===== config.mk =====
export PLATFORM = sky130hd
export DESIGN_NAME = smdc_div_cell
export DESIGN_NICKNAME = d
export VERILOG_FILES = /design/src/rtl/core/smdc_pkg.sv /design/src/rtl/core/smdc_div_cell.sv
export SDC_FILE = /design/constraint.sdc
export NUM_CORES = 1
export LEC_CHECK = 0
export BUFFER_PORTS_ARGS = -buffer_cell sky130_fd_sc_hd__buf_2
export CAP_MARGIN = 20
export CORE_AREA = 3 3 347 349
export CTS_CLUSTER_DIAMETER = 150
export DETAILED_ROUTE_END_ITERATION = 8
export DIE_AREA = 0 0 350 352
export GPL_TIMING_DRIVEN = 0
export MAX_ROUTING_LAYER = met4
export PLACE_DENSITY = 0.3
export SLEW_MARGIN = 20
export SYNTH_ARGS = -nofsm -noshare
export SYNTH_HDL_FRONTEND = slang
export SYNTH_SLANG_ARGS = --single-unit

===== constraint.sdc =====
create_clock -name clk -period 1 [get_ports clk]
set_input_delay 0.25 -clock clk [delete_from_list [all_inputs] [get_ports clk]]
set_output_delay 0.25 -clock clk [all_outputs]
set_load 0.05 [all_outputs]

===== src/rtl/core/smdc_pkg.sv =====
package smdc_pkg;

    localparam int OPERAND_WIDTH_DEF = 64;
    localparam int PROD_W            = 128;
    localparam int CFG_IDX_W         = 3;

    // register indexes on the configuration port
    localparam logic [CFG_IDX_W-1:0] REG_SIGNED_MIN       = 3'd0;
    localparam logic [CFG_IDX_W-1:0] REG_SIGNED_MIN_CAP   = 3'd1;
    localparam logic [CFG_IDX_W-1:0] REG_SIGNED_MAX       = 3'd2;
    localparam logic [CFG_IDX_W-1:0] REG_SIGNED_MAX_CAP   = 3'd3;
    localparam logic [CFG_IDX_W-1:0] REG_UNSIGNED_MAX_CAP = 3'd4;

    localparam logic [63:0] SIGN64 = 64'h8000_0000_0000_0000;
    localparam logic [63:0] ALL64  = 64'hFFFF_FFFF_FFFF_FFFF;

    // data carried along the divider chain
    typedef struct packed {
        logic         vld;
        logic         neg;
        logic [127:0] rem;
        logic [127:0] num;
        logic [127:0] quo;
        logic [63:0]  dvs;
    } div_token_t;

endpackage


===== src/rtl/core/smdc_div_cell.sv =====
// One restoring division step: shift one numerator bit in, subtract if it fits.
module smdc_div_cell (
    input  logic                 clk,
    input  logic                 rst_n,
    input  smdc_pkg::div_token_t in_tok,
    output smdc_pkg::div_token_t out_tok
);

    smdc_pkg::div_token_t tok_reg, tok_next;
    logic                 vld_reg;
    logic [128:0]         shifted;
    logic                 fits;

    always_comb
    begin
        shifted  = {in_tok.rem, in_tok.num[127]};
        fits     = (shifted[128:64] != 65'd0) || (shifted[63:0] >= in_tok.dvs);
        tok_next = in_tok;
        tok_next.num = {in_tok.num[126:0], 1'b0};
        tok_next.rem = fits ? (shifted[127:0] - {64'd0, in_tok.dvs}) : shifted[127:0];
        tok_next.quo = {in_tok.quo[126:0], fits};
    end

    // Hold valid under reset, payload free-running
    always_ff @(posedge clk or negedge rst_n)
    begin
        if (!rst_n)
            vld_reg <= 1'b0;
        else
            vld_reg <= tok_next.vld;
    end

    always_ff @(posedge clk)
    begin
        tok_reg <= tok_next;
    end

    always_comb
    begin
        out_tok     = tok_reg;
        out_tok.vld = vld_reg;
    end

endmodule


==> results of run 1 <==
==> cells in the final DEF, fill, tap and decap left out, types with 31 or more instances in the layout <==
cell type / count
ha_4: 40
a21oi_1: 115
xnor2_1: 50
dfxtp_1: 442
a21oi_2: 38
nor3_1: 31
dlygate4sd3_1: 446
inv_1: 66
buf_4: 108
nor2_1: 109
buf_2: 877
clkbuf_16: 64
nand2_1: 107
xor2_1: 69
nand4_1: 43
o21ai_0: 43
==> power breakdown <==
part           internal, W  switching (W)
combinational      0.00524         0.0106
clock               0.0135        0.00899
sequential          0.0193       0.000353
==> stage by stage <==
stage,setup WS [ns],cells
2_1_floorplan,-1.90,1669
3_3_place_gp,-3.68,4104
3_5_place_dp,-3.28,4106
4_1_cts,-1.63,4734
5_1_grt,-1.71,4782
6_report,-1.68,4784
==> worst max-delay path: stages <==
cell	delay [ns]
buf_2	0.12
inv_4	0.05
ha_4	0.28
nand4_1	0.29
nor4b_4	0.37
and3_4	0.30
a221o_2	0.26
buf_4	0.15
o31ai_4	0.09
or4_1	0.42
or4_4	0.48
xnor2_2	0.16
==> worst min-delay path by stage <==
stage,endpoint,from,slack [ns]
finish,out_tok[0]$_DFF_P_,in_tok[0],-0.27
global route,out_tok[0]$_DFF_P_,in_tok[0],-0.33
CTS,out_tok[0]$_DFF_P_,in_tok[0],-0.35
detailed placement,vld_reg$_DFF_PN0_,rst_n,0.03
global placement,vld_reg$_DFF_PN0_,rst_n,0.03
floorplan,vld_reg$_DFF_PN0_,rst_n,-0.05
==> cell type report <==
type                    count  share of cell area
repair buffers           1475               0.316
clock inverters            22              0.0101
inverters                  86              0.0113
plain buffers              30              0.0136
clock buffers              86              0.0512
diodes                     26             0.00197
flip-flops and latches    449               0.273
well taps                1536              0.0583
multi-input cells        1074               0.264
==> repair_timing <==
item / CTS / global route
gates cloned: 3 / 5
resized for setup: 366 / 170
hold buffers: 443 / 3
setup endpoints to repair: 578 / 578
buffers inserted: 98 / 24
pin swaps: 75 / 29
endpoints found under the hold margin: 448 / 5
==> logic make-up after synthesis <==
logic type | synth area share
AO/OA/AOI/OAI | 0.134
other | 0.000230
XOR/XNOR | 0.0646
AND/OR/NAND/NOR | 0.162
flip-flops | 0.553
adder cells (fa/ha/maj) | 0.0504
buffers and inverters | 0.0361
multiplexers | 0.000615
==> routing by layer <==
metal | up-vias | track usage
met2 | 665 | 0.338
met4 | 0 | 0.0758
met3 | 162 | 0.0509
met5 | - | -
met1 | 8841 | 0.184
li1 | 8876 | -
==> qor.yml, run 1 <==
crit_path_end_kind: "register"
synth-edff-count: 0
async_flop_share: 0.00223
rsz0062_at_grt: "true"
netlist_top_cells_area: "dfxtp_1, a21oi_1, ha_1"
finalSetupTns_ns: -409.38
largest_register_ffs: 448
fill_cells: 12800
p_leak_nw: 14.3
firstDrtPassIters: 5
numCtsBuffers: 58
cp_data_required_time_ns: 1.55
final_antenna_net_count: 0
syn-instance-count: 1669
place_congestion: 0.802
path_clk_slew_ns: 0.06
clock.fmax_mhz: 374
cts-htree-levels: 2
ys_warn_count: 0
wl_met2_um: 60900
fin_crit_ns: 2.68
setup_slack_ns: -1.68
hold_ws_ns: -0.272
crit_start: "in_tok[41]"
hp-class: "input port to register"
critPathKind: "input port to register"
wire_per_inst_um: 24.3
cts.path.max_buffers: 3
ys_seq_area_frac: 0.553
drt_iter0_drc: 735
drt_wl_total_um: 116000
grt_max_degree: 17
die_w_um: 350
cts.sinks: 449
ys_seq_elements: 449
start_util: 0.138
dieArea_um2: 123000
endpoint: "out_tok[426]$_DFF_P_"
core_region_area_um2: 118000
worstMarginPinSlew_ns: 0.737
synth_cell_type_count: 67
cts_tree: "done"
slew_headroom: 0.504
syn-num-nets: 2186
period_share: 2.68
power.total_w: 0.0580
p_per_area_nw_per_um2: 1760
drv_cap: 0
synth_most_common_cell: "dfxtp_1"
whs_path_depth: 1
final_nets: 3691
dp_hpwl_um: 94000
ios: 902
syn_avg_cell_area_um2: 9.75
final_cell_area_um2: 33000
drv_slew: 0
grt_usage: 0.185
grt_pass1_wl_um: 155000
wirelength_met1_um: 42600
wl_met3_um: 7460
multi_input_area_um2: 8700
synth_commonest_cells: "dfxtp_1, a21oi_1, nor2_1"
drive_gt1_frac: 0.457
die_y_um: 352
io_buffer_count: 899
root_buffer: "clkbuf_16"
viasPerCell: 3.88
worst-endpoint-arrival_ns: 3.22
grt_pass1_vias: 19600
drc_errors: 0
dpl_cell_area_um2: 23100
synth_top_area_share: 0.551
status: "finished, violations left"
vias: 18500
yosysTopAreaCell: "dfxtp_1"
setup_viol: 578
cp-start-kind: "input port"
critPathMaxFanout: 5
top_layer_used: "met4"
final_util: 0.280
antenna_found_initial: 58
overflow: 0
register_area_um2: 9010
violations: "hold timing, setup timing"
hold_viol_final: 2
synthFlopType: "dfxtp_1"
vdd_drop_max_uv: 986
num_rows: 126
synth_area_um2: 16300
areaGrowthSynthToFinish_pct: 102
No activity file was read; power rests on OpenSTA's default activity.
==> run 2, diff against run 1 <==
SETUP_SLACK_MARGIN = 0.02   (was default)
==> run 2 against run 1 <==
Highest routed layer unchanged. Die area stayed put. Final cell count is 1.4% higher. Critical path depth is 3 higher. First-iteration DRC count is 18% higher. Utilization is 6.2 points higher. Sequential cell count stayed put. The flow still finishes with violations (hold timing, setup timing). Worst setup slack better by 0.056 ns. Clock-buffer cell count stayed put. Via count is 3.1% higher. Worst hold slack worse by 0.045 ns.
==> qor.yml, run 2 (same netlist as run 1, synthesis figures left out) <==
cp-start-kind: "input port"
hp-class: "input port to register"
grt_pass1_vias: 20200
io_buffer_count: 899
drc_errors: 0
crit_path_end_kind: "register"
path_clk_slew_ns: 0.06
crit_chain: "buf_12 -> inv_12 -> ha_4 -> fa_2 -> nand2b_4 -> a21oi_4 -> a21oi_4 -> o21ai_4 -> buf_12 -> a221o_2 -> buf_4 -> o31ai_4 -> or4_1 -> or4_4 -> xnor2_2"
viasPerCell: 3.94
cts-htree-levels: 2
cts_tree: "done"
path_buf_inv: 4
overflow: 0
drive_gt1_frac: 0.642
vias: 19100
slew_headroom: 0.493
hold_ws_ns: -0.317
final_antenna_net_count: 0
hold_viol_final: 2
mostFrequentLayoutCell: "dlygate4sd3_1"
p_leak_nw: 16.7
largest_register_ffs: 448
root_buffer: "clkbuf_16"
slowest_stage: "or4_4"
worstMarginPinSlew_ns: 0.752
cts.path.max_buffers: 3
final_cell_mix: "dlygate4sd3_1, dfxtp_2, buf_2"
place_congestion: 0.802
start_util: 0.138
status: "finished, violations left"
setup_slack_ns: -1.62
finalSetupTns_ns: -362.75
violations: "hold timing, setup timing"
critPathMaxStageDelay_ns: 0.48
die_w_um: 350
drt_iter0_drc: 870
final_cell_area_um2: 40300
areaGrowthSynthToFinish_pct: 148
rsz0062_at_grt: "true"
setup_viol: 578
wire_per_inst_um: 24.6
p_per_area_nw_per_um2: 1560
drt_wl_total_um: 119000
numCtsBuffers: 58
grt_usage: 0.192
dp_hpwl_um: 94000
min_from: "in_tok[0]"
critPathMaxFanout: 4
cp.depth: 15
period_share: 2.62
ios: 902
dieArea_um2: 123000
num_rows: 126
drv_cap: 0
grt_pass1_wl_um: 161000
cp_top_family: "simple AND/OR/NAND/NOR gates"
endpoint: "out_tok[426]$_DFF_P_"
cts.sinks: 449
worst-endpoint-arrival_ns: 3.17
core_region_area_um2: 118000
clock.fmax_mhz: 382
fin_crit_ns: 2.62
antenna_found_initial: 54
vdd_drop_max_uv: 972
drv_slew: 0
crit_start: "in_tok[319]"
cp_data_required_time_ns: 1.55
firstDrtPassIters: 5
final_nets: 3762
die_y_um: 352
critPathKind: "input port to register"
dpl_cell_area_um2: 23100
grt_max_degree: 17
==> run 2: changes by cell type in the layout (fill, tap and decap cells not counted), moves of 12 or more <==
cell,previous run,this run
buf_2,877,426
buf_4,108,143
a21oi_2,38,57
nand2_1,107,95
buf_8,6,315
nor2_4,18,67
o21ai_0,43,31
buf_12,23,117
buf_6,25,98
dfxtp_1,442,0
a21oi_4,13,25
nor2_1,109,70
dfxtp_2,4,443
a21oi_1,115,84
==> run 2: report_power, final <==
group | switching [W] | total [W] | internal (W) | leakage, nW
combinational | 0.0110 | 0.0198 | 0.00879 | 11.9
clock | 0.00899 | 0.0225 | 0.0135 | 0.989
sequential | 0.000975 | 0.0206 | 0.0197 | 3.80
==> run 2: cell type report <==
| type | instances | area [um^2] |
|---|---|---|
| timing repair inverter | 1 | 16.3 |
| timing repair buffer | 1546 | 15900 |
| tap | 1536 | 1920 |
| fill | 11900 | 77500 |
| clock buffer | 86 | 1690 |
| buffer | 29 | 473 |
| multi-input combinational | 1074 | 9920 |
| inverter | 86 | 369 |
| sequential | 449 | 9570 |
| antenna | 22 | 55.1 |
| clock inverter | 22 | 334 |
==> run 2: worst min-delay path by stage <==
stage,depth (start not counted),slack [ns],endpoint
final,1,-0.32,out_tok[0]$_DFF_P_
after global routing,1,-0.37,out_tok[0]$_DFF_P_
after CTS,1,-0.38,out_tok[0]$_DFF_P_
after detailed placement,1,0.03,vld_reg$_DFF_PN0_
after global placement,1,0.03,vld_reg$_DFF_PN0_
after floorplan,0,-0.05,vld_reg$_DFF_PN0_
==> run 2: what timing repair did <==
action,CTS,global route
buffers inserted,138,50
pin swaps,119,97
hold buffers,445,2
setup endpoints to repair,578,578
gates resized for setup,2427,237
cloned,13,2
endpoints found under the hold margin,448,4
==> run 2: metrics by stage <==
step,utilization,setup WS [ns],total power [W],cells
finish,0.342,-1.62,0.0629,4851
detailed placement,0.196,-3.28,0.0330,4106
global route,0.342,-1.65,0.0655,4851
global placement,0.196,-3.68,0.0330,4104
floorplan,-,-1.90,0.0282,1669
CTS,0.330,-1.64,0.0634,4786
==> run 2: metal layers <==
metal | vias up | wire length (um) | GRT usage
li1 | 9027 | - | -
met2 | 668 | 63700 | 0.356
met1 | 9258 | 43400 | 0.194
met5 | - | 0 | -
met4 | 0 | 4360 | 0.0616
met3 | 163 | 7700 | 0.0510
