[src/rtl/core/smdc_pkg.sv]
package smdc_pkg;

    localparam int OPERAND_WIDTH_DEF = 64;
    localparam int PROD_W            = 128;
    localparam int CFG_IDX_W         = 3;

    // register indexes on the configuration port
    localparam logic [CFG_IDX_W-1:0] REG_SIGNED_MIN       = 3'd0;
    localparam logic [CFG_IDX_W-1:0] REG_SIGNED_MIN_CAP   = 3'd1;
    localparam logic [CFG_IDX_W-1:0] REG_SIGNED_MAX       = 3'd2;
    localparam logic [CFG_IDX_W-1:0] REG_SIGNED_MAX_CAP   = 3'd3;
    localparam logic [CFG_IDX_W-1:0] REG_UNSIGNED_MAX_CAP = 3'd4;

    localparam logic [63:0] SIGN64 = 64'h8000_0000_0000_0000;
    localparam logic [63:0] ALL64  = 64'hFFFF_FFFF_FFFF_FFFF;

    // data carried along the divider chain
    typedef struct packed {
        logic         vld;
        logic         neg;
        logic [127:0] rem;
        logic [127:0] num;
        logic [127:0] quo;
        logic [63:0]  dvs;
    } div_token_t;

endpackage

[src/rtl/core/smdc_clamp.sv]
// Clamp stage: form the signed and unsigned views of the quotient.
module smdc_clamp (
    input  logic                 clk,
    input  logic                 rst_n,
    input  smdc_pkg::div_token_t in_tok,
    input  logic [63:0]          signed_min,
    input  logic [63:0]          signed_min_cap,
    input  logic [62:0]          signed_max,
    input  logic [63:0]          signed_max_cap,
    input  logic [63:0]          unsigned_max_cap,
    output logic                 done,
    output logic                 quot_negative,
    output logic [63:0]          quot_upper,
    output logic [63:0]          quot_lower,
    output logic [63:0]          clamped_signed,
    output logic [63:0]          clamped_unsigned
);

    logic        done_reg;
    logic        neg_reg;
    logic [63:0] qhi_reg, qlo_reg, sres_reg, ures_reg;
    logic [63:0] sres_next, ures_next, negv;
    logic [63:0] qhi, qlo;
    logic        hi_nz;

    always_comb
    begin
        qhi   = in_tok.quo[127:64];
        qlo   = in_tok.quo[63:0];
        hi_nz = (qhi != 64'd0);
        negv  = 64'd0 - qlo;
        if (in_tok.neg)
        begin
            if (hi_nz || qlo > smdc_pkg::SIGN64)
                sres_next = signed_min_cap;
            else if ($signed(negv) < $signed(signed_min))
                sres_next = signed_min_cap;
            else
                sres_next = negv;
        end
        else if (hi_nz || qlo > {1'b0, signed_max})
            sres_next = signed_max_cap;
        else
            sres_next = qlo;

        if (in_tok.neg)
            ures_next = 64'd0;
        else if (hi_nz || qlo > unsigned_max_cap)
            ures_next = unsigned_max_cap;
        else
            ures_next = qlo;
    end

    always_ff @(posedge clk or negedge rst_n)
    begin
        if (!rst_n)
            done_reg <= 1'b0;
        else
            done_reg <= in_tok.vld;
    end

    always_ff @(posedge clk)
    begin
        neg_reg  <= in_tok.neg;
        qhi_reg  <= qhi;
        qlo_reg  <= qlo;
        sres_reg <= sres_next;
        ures_reg <= ures_next;
    end

    assign done             = done_reg;
    assign quot_negative    = neg_reg;
    assign quot_upper       = qhi_reg;
    assign quot_lower       = qlo_reg;
    assign clamped_signed   = sres_reg;
    assign clamped_unsigned = ures_reg;

endmodule

[config.mk]
export PLATFORM = sky130hd
export DESIGN_NAME = smdc_clamp
export DESIGN_NICKNAME = d
export VERILOG_FILES = /design/src/rtl/core/smdc_pkg.sv /design/src/rtl/core/smdc_clamp.sv
export SDC_FILE = /design/constraint.sdc
export NUM_CORES = 1
export LEC_CHECK = 0
export BUFFER_PORTS_ARGS = -buffer_cell sky130_fd_sc_hd__clkbuf_2
export CAP_MARGIN = 20
export CELL_PAD_IN_SITES_DETAIL_PLACEMENT = 1
export CELL_PAD_IN_SITES_GLOBAL_PLACEMENT = 1
export CORE_AREA = 2 2 401 403
export DETAILED_ROUTE_END_ITERATION = 16
export DIE_AREA = 0 0 403 405
export GPL_TIMING_DRIVEN = 0
export PLACE_DENSITY_LB_ADDON = 0.1
export SLEW_MARGIN = 0
export SYNTH_ARGS = -nofsm -noshare
export SYNTH_HDL_FRONTEND = slang
export SYNTH_SLANG_ARGS = --single-unit
[constraint.sdc]
create_clock -name clk -period 0.8 [get_ports clk]
set_input_delay 0.04 -clock clk [delete_from_list [all_inputs] [get_ports clk]]
set_output_delay 0.04 -clock clk [all_outputs]
set_load 0.1 [all_outputs]
==> results.md, run 1 <==
* Maximum number of pins on one net before global-route repair at 14
* Number of standard cells in the layout, taps in and fillers out at 5117
* Fmax at 0.232 GHz
* Run status: finished with violations
* Warning count from the yosys run at 0
* Maximum buffer depth of the clock tree at 3
* Gate count after technology mapping at around 1800
* Synth cell types at 64
* Die footprint at 163000 µm²
* I/O Pins at 1029
* Power density relative to cell area at 1760 nW/µm²
* Clock buffers created by TritonCTS at between 40 and 50
* Number of H-tree levels at 2
* Pre-Repair DR Iteration Count at 4
* Wire length of the first global-routing pass at ~170000 µm
* Initial antenna violation count at 55
* Die height at 405 µm
* EDFF count, synth at 0
* Post-synthesis sequential element count at 258
* Final number of max-transition violations at 0
* Count leader, synth: dfxtp_1
* Net count of the finished layout at 3933
* Total power after layout at 53300 µW
* Clock tree from TritonCTS: yes
* TritonCTS sink count at between 200 and 300
* Remaining DRCs at 0
* Post-layout min period at between 4 and 5 ns
* Violated checks: hold timing, setup timing
* Crit. End Element: flop
* Final cycle utilization of the critical path at 5.40
* Placement-stage cell area at 22400 µm²
* Share of the synthesized area in the top cell type at 0.332
* Grt ovf at 0
* Data arrival time at the worst-slack endpoint at 4.75 ns
* Relative area change from synthesis to final layout at 94.8%
* Largest cells by area after synthesis: dfxtp_1 33%, ha_1 15%, nand2b_1 5.4%, inv_1 4.8%, mux2i_1 4.1%
* Number of maximum-capacitance violations at 0
* Largest vdd supply drop at 1330 µV
* Rows at 147
* Setup repair after global routing missed its margin: true
* Setup ws final at -3.52 ns
* Netlist Area Pre-Place at 15500 µm²
* Final Wtd Congestion at 0.786
* Mean post-synth cell area at 8.66 µm²
* Top cells by instance count after synthesis: 257 x dfxtp_1, 197 x inv_1, 191 x ha_1
* Area of the core region at 159000 µm²
* Vias per cell at approximately 3.6
* Finish-stage setup viols at 387
* Proportion of synthesized chip area in sequential cells at 0.333
* Layout cell share with drive strength beyond 1 at 0.456
* Total via count after detailed routing at about 18000
* Data required time of the worst path at 1.23 ns
* Sum of routed wire length over all layers at 127000 µm
* Static Leakage at between 0.01 and 0.015 µW
* Clock slew seen by the registers of the worst setup and hold paths at 0.06 ns
* GRT Util Overall at 0.149
* Root buf cell: clkbuf_16
* Hold_ws at -0.0277 ns
* Class of the tightest hold or removal check: primary input to flop
* Ys async rst share at 0.00388
* Number of nets still failing antenna checks after routing at 0
* Relative slew slack at 0.274
* Post-Syn Nets at around 2800
* Routed length per instance at 24.8 µm
* Worst Max-Slew Pin Slew at 1.09 ns
* Horizontal die dimension at 403 µm
* Critical Path Start Type: primary input
* Dominant cell type by area after synthesis: dfxtp_1
* DPL Wire Length at roughly 98000 µm
* Critical path class: primary input to flop
* Max Fanout on Critical Path at 7
* DR iter-0 viols at 545
* Vias in the first global route at 20400
* Starting Density at 0.0974
* Number of placed cells counting well taps at 4597
* Post-synth top flop: dfxtp_1
* Endpoints failing hold at 3
* Number of buffers inserted by port buffering at 708
* Final instance area at 30200 µm²
-- metrics by stage --
step / worst slack, ns / utilization / hold slack, ns / TNS [ns]
final: -3.52 / 0.190 / -0.0277 / -472.17
after global routing: -3.67 / 0.189 / -0.00114 / -507.61
after CTS: -3.58 / 0.184 / -0.443 / -500.50
after detailed placement: -6.26 / 0.140 / -0.180 / -597.34
after global placement: -7.53 / 0.139 / -0.183 / -732.39
after floorplan: -3.24 / - / -0.256 / -290.73
-- worst paths after layout --
check	startpoint	endpoint	slack (ns)	cells past startpoint
setup / recovery	in_tok[76]	clamped_signed[4]$_DFF_P_	-3.52	20
hold / removal	in_tok[116]	clamped_signed[52]$_DFF_P_	-0.03	4
max in group asynchronous	rst_n	done$_DFF_PN0_	0.42	3
min in group asynchronous	rst_n	done$_DFF_PN0_	0.26	3
-- area by class of cell --
class	instances	area, µm²
fill	18700	129000
sequential	258	5440
clock inverter	25	424
clock buffer	51	1130
timing repair buffer	1138	8420
multi-input combinational	1260	10700
tap	2086	2610
antenna	28	70.1
buffer	74	689
inverter	197	757
-- cells by family (layout without fill, tap and decap cells) --
| kind of cell | count (synthesis) | after routing | synth area share |
|---|---|---|---|
| adder cells (fa/ha/maj) | 191 | 191 | 0.154 |
| flip-flops | 258 | 258 | 0.333 |
| buffers and inverters | 274 | 1485 | 0.0756 |
| AND/OR/NAND/NOR | 594 | 594 | 0.204 |
| other | 0 | 28 | 0 |
| XOR/XNOR | 63 | 63 | 0.0356 |
| multiplexers | 125 | 125 | 0.0856 |
| AO/OA/AOI/OAI | 287 | 287 | 0.112 |
-- power by group --
group          total, µW  switching, µW  leakage (µW)  internal [µW]
Clock              21400           8340      0.000762          13100
Combinational      17800          12200        0.0108           5670
Sequential         14000            262       0.00219          13800
-- placed cells by master, fill, tap and decap left out, types with 17 or more instances in the layout --
cell type,instances
nand2b_1,132
a21oi_1,61
mux2_2,54
dlygate4sd3_1,343
dfxtp_2,214
ha_1,179
nor4_1,22
o21ai_0,33
dfxtp_1,42
xnor2_1,31
nand3_1,60
o21ai_4,23
nand2_1,60
a31oi_4,18
a31oi_1,36
buf_4,45
xor2_1,25
buf_6,25
diode_2,28
clkbuf_2,666
clkbuf_1,44
clkbuf_4,17
buf_8,17
nor2_1,166
inv_1,188
nand4_1,33
buf_12,30
clkbuf_16,58
o21ai_1,21
mux2i_1,56
o21ai_2,22
-- worst max-delay path, cell delays in order --
cell and delay, ns:
buf_12 0.11, or4_4 0.58, or3_1 0.34, buf_6 0.14, nor3_4 0.14, buf_12 0.17, nand2_8 0.08, or4_4 0.53
xor2_2 0.17, ha_1 0.32, nand4_1 0.16, nor4_4 0.38, inv_2 0.08, nor3_4 0.16, a221oi_4 0.13, o41a_1 0.42
clkbuf_16 0.22, buf_12 0.18, o21ai_2 0.17, a31oi_4 0.13
-- metal layers --
metal  GRT usage  vias to the layer above  share of wire
met5           0                        -         0.0023
met2       0.250                      655           0.46
met4      0.0285                       48          0.017
li1            -                     8661              -
met1       0.190                     8843           0.45
met3      0.0428                      144          0.070
-- timing repair --
item / 4_1_cts / 5_1_grt
buffers inserted: 46 / 21
hold buffers: 342 / 1
gates resized for setup: 269 / 149
endpoints found under the hold margin: 259 / 4
endpoints found under the setup margin: 386 / 386
pin swaps: 45 / 49
cloned: 4 / 7
Note: power is estimated with default switching activity, not from simulation.
==> run 2: changes to the inputs <==
CORE_AREA = 2 2 402 404   (was 2 2 401 403)
DIE_AREA = 0 0 404 406   (was 0 0 403 405)
PLACE_DENSITY = 0.44   (was unset)
PLACE_DENSITY_LB_ADDON = unset   (was 0.1)
clock period = 5.4 ns   (was 0.8 ns; I/O delays follow)
==> run 2 against run 1 <==
Sequential share of layout area increased by 1.7 points. Global-route usage decreased by 0.58 points. Die area increased by 0.50%. Highest routed layer unchanged. Largest power group unchanged. Final cell count decreased by 2.9%. First-iteration DRC count increased by 1.5%. Sequential power decreased by 85%. The run now ends clean. Design area decreased by 13%. Clock-buffer cell count unchanged. Non-clock buffer count decreased by 141.
==> results.md, run 2 (synthesis results as in run 1) <==
* Root buf cell: clkbuf_16
* Power density relative to cell area at 273 nW/µm²
* Clock tree from TritonCTS: yes
* Post-layout min period at roughly 5.2 ns
* Setup ws final at 0.204 ns
* Sum of routed wire length over all layers at roughly 120000 µm
* Critical Path Start Type: primary input
* Final cycle utilization of the critical path at 0.962
* Hold worst-path end: quot_lower[19]$_DFF_P_
* Pre-Repair DR Iteration Count at 4
* Sequential cell fraction of total power at 0.287
* Clock buffers created by TritonCTS at 39
* Hold Crit Depth at 1
* Hold wc startpoint: in_tok[83]
* Layout cell share with drive strength beyond 1 at 0.322
* Vias per cell at approximately 3.5
* Number of nets still failing antenna checks after routing at 0
* Fmax at 0.192 GHz
* Relative slew slack at 0.305
* Die footprint at 164000 µm²
* TritonCTS sink count at 258
* Starting Density at 0.0972
* Total Negative Setup Slacks at 0 ns
* Clock slew seen by the registers of the worst setup and hold paths at 0.06 ns
* Data arrival time at the worst-slack endpoint at 5.65 ns
* Largest vdd supply drop at 194 µV
* Internal power summed over all cells at 4330 µW
* Maximum buffer depth of the clock tree at 3
* DP Worst Slack at -3.54 ns
* Final number of max-transition violations at 0
* Vias in the first global route at 18700
* Routed length per instance at 24.4 µm
* I/O Pins at 1029
* Critical path class: primary input to flop
* Final Wtd Congestion at 0.785
* Grt ovf at 0
* Number of maximum-capacitance violations at 0
* GRT Util Overall at 0.143
* Crit. End Element: flop
* Class of the tightest hold or removal check: primary input to flop
* Maximum number of pins on one net before global-route repair at 15
* Endpoints failing hold at 0
* Setup repair after global routing missed its margin: false
* DPL Wire Length at slightly above 100000 µm
* Finish-stage setup viols at 0
* Static Leakage at 0.0124 µW
* Data required time of the worst path at between 5 and 6 ns
* Run status: completed
* Number of buffers inserted by port buffering at 708
* Net Sw Power at 2830 µW
* Sw Ratio at 0.396
* Die height at 406 µm
* Number of H-tree levels at 2
* Total via count after detailed routing at 17400
* Initial antenna violation count at 80
* Core Util, Final at 0.164
* Worst Max-Slew Pin Slew at roughly 1.0 ns
* Most frequent cells in the layout: 716 x clkbuf_2, 268 x dlygate4sd3_1, 257 x dfxtp_1
* Relative area change from synthesis to final layout at 68.9%
* Wire length of the first global-routing pass at 159000 µm
* Leading cell type in the layout, fill and taps excluded: clkbuf_2
* Rows at 147
* Comb power frac at 0.315
* Horizontal die dimension at 404 µm
* Area of the core region at ~160000 µm²
* DR iter-0 viols at 553
* Clock power frac at 0.398
* Net count of the finished layout at around 3800
* Remaining DRCs at 0
* Max Fanout on Critical Path at 10
run 2: changes by cell type in the layout (fill, tap and decap cells not counted), sizes merged:
cell | previous run | this run
clkinvlp | 2 | 3
diode | 28 | 26
bufinv | 9 | 6
clkinv | 13 | 8
buf | 123 | 46
inv | 198 | 200
clkbuf | 797 | 808
dlygate4sd3 | 343 | 268
run 2: metal layers:
layer  vias up  track usage  wire length, µm  part of all wire
li1       8355            -                -                 -
met1      8257        0.173            51700              0.43
met2       622        0.239            56200              0.46
met3       143       0.0535            10400             0.086
met4        52       0.0367             2510             0.021
met5         -            0              334            0.0028
run 2: repair_timing:
action	CTS	global route
endpoints found under the setup margin	64	34
setup buffers	11	0
cloned	0	0
hold buffers	266	2
resized for setup	20	14
pin swaps	6	0
hold endpoints to repair	237	2
run 2: layout make-up:
cell class,instances,area (µm²)
clock inverters,20,314
repair buffers,996,6440
plain buffers,75,444
multi-input cells,1260,9350
fillers,19000,133000
clock buffers,51,1070
flip-flops and latches,258,5170
inverters,197,739
diodes,26,65.1
well taps,2086,2610
run 2: how the worst max path moves through the flow:
stage | startpoint | endpoint | cells past startpoint
after detailed placement | in_tok[69] | clamped_signed[18]$_DFF_P_ | 18
after global routing | in_tok[76] | clamped_signed[18]$_DFF_P_ | 22
after CTS | in_tok[76] | clamped_signed[10]$_DFF_P_ | 21
final | in_tok[73] | clamped_signed[30]$_DFF_P_ | 16
after floorplan | in_tok[78] | clamped_signed[54]$_DFF_P_ | 17
after global placement | in_tok[69] | clamped_signed[18]$_DFF_P_ | 17
run 2: stage by stage:
stage / power [µW] / hold WS (ns) / area, µm² / cells
6_report: 7160 / 0.0270 / 26200 / 4969
2_1_floorplan: 3410 / -0.0256 / 15500 / 1792
3_3_place_gp: 4170 / 0.0448 / 21700 / 4586
3_5_place_dp: 4200 / 0.0468 / 21800 / 4595
4_1_cts: 7350 / 0.000407 / 26000 / 4941
5_1_grt: 7540 / 0.0177 / 26200 / 4954
run 2: power groups by stage:
stage | combinational, µW | clock [µW] | sequential [µW]
6_report | 2260 | 2850 | 2060
5_1_grt | 2420 | 3050 | 2060
4_1_cts | 2300 | 2990 | 2050
3_5_place_dp | 2110 | 0 | 2100
3_3_place_gp | 2070 | 0 | 2090
2_1_floorplan | 482 | 0 | 2930
run 2: critical path, stage by stage:
cell,delay (ns)
clkbuf_2,0.24
nor4_1,0.51
and4b_1,0.42
nand2b_1,0.33
or3_1,0.46
xor2_1,0.31
ha_1,0.31
a21oi_1,0.14
o21ai_0,0.20
a221oi_2,0.41
o21ai_0,0.22
a221oi_4,0.56
o41a_4,0.33
buf_1,0.38
o21ai_1,0.13
a31oi_1,0.40
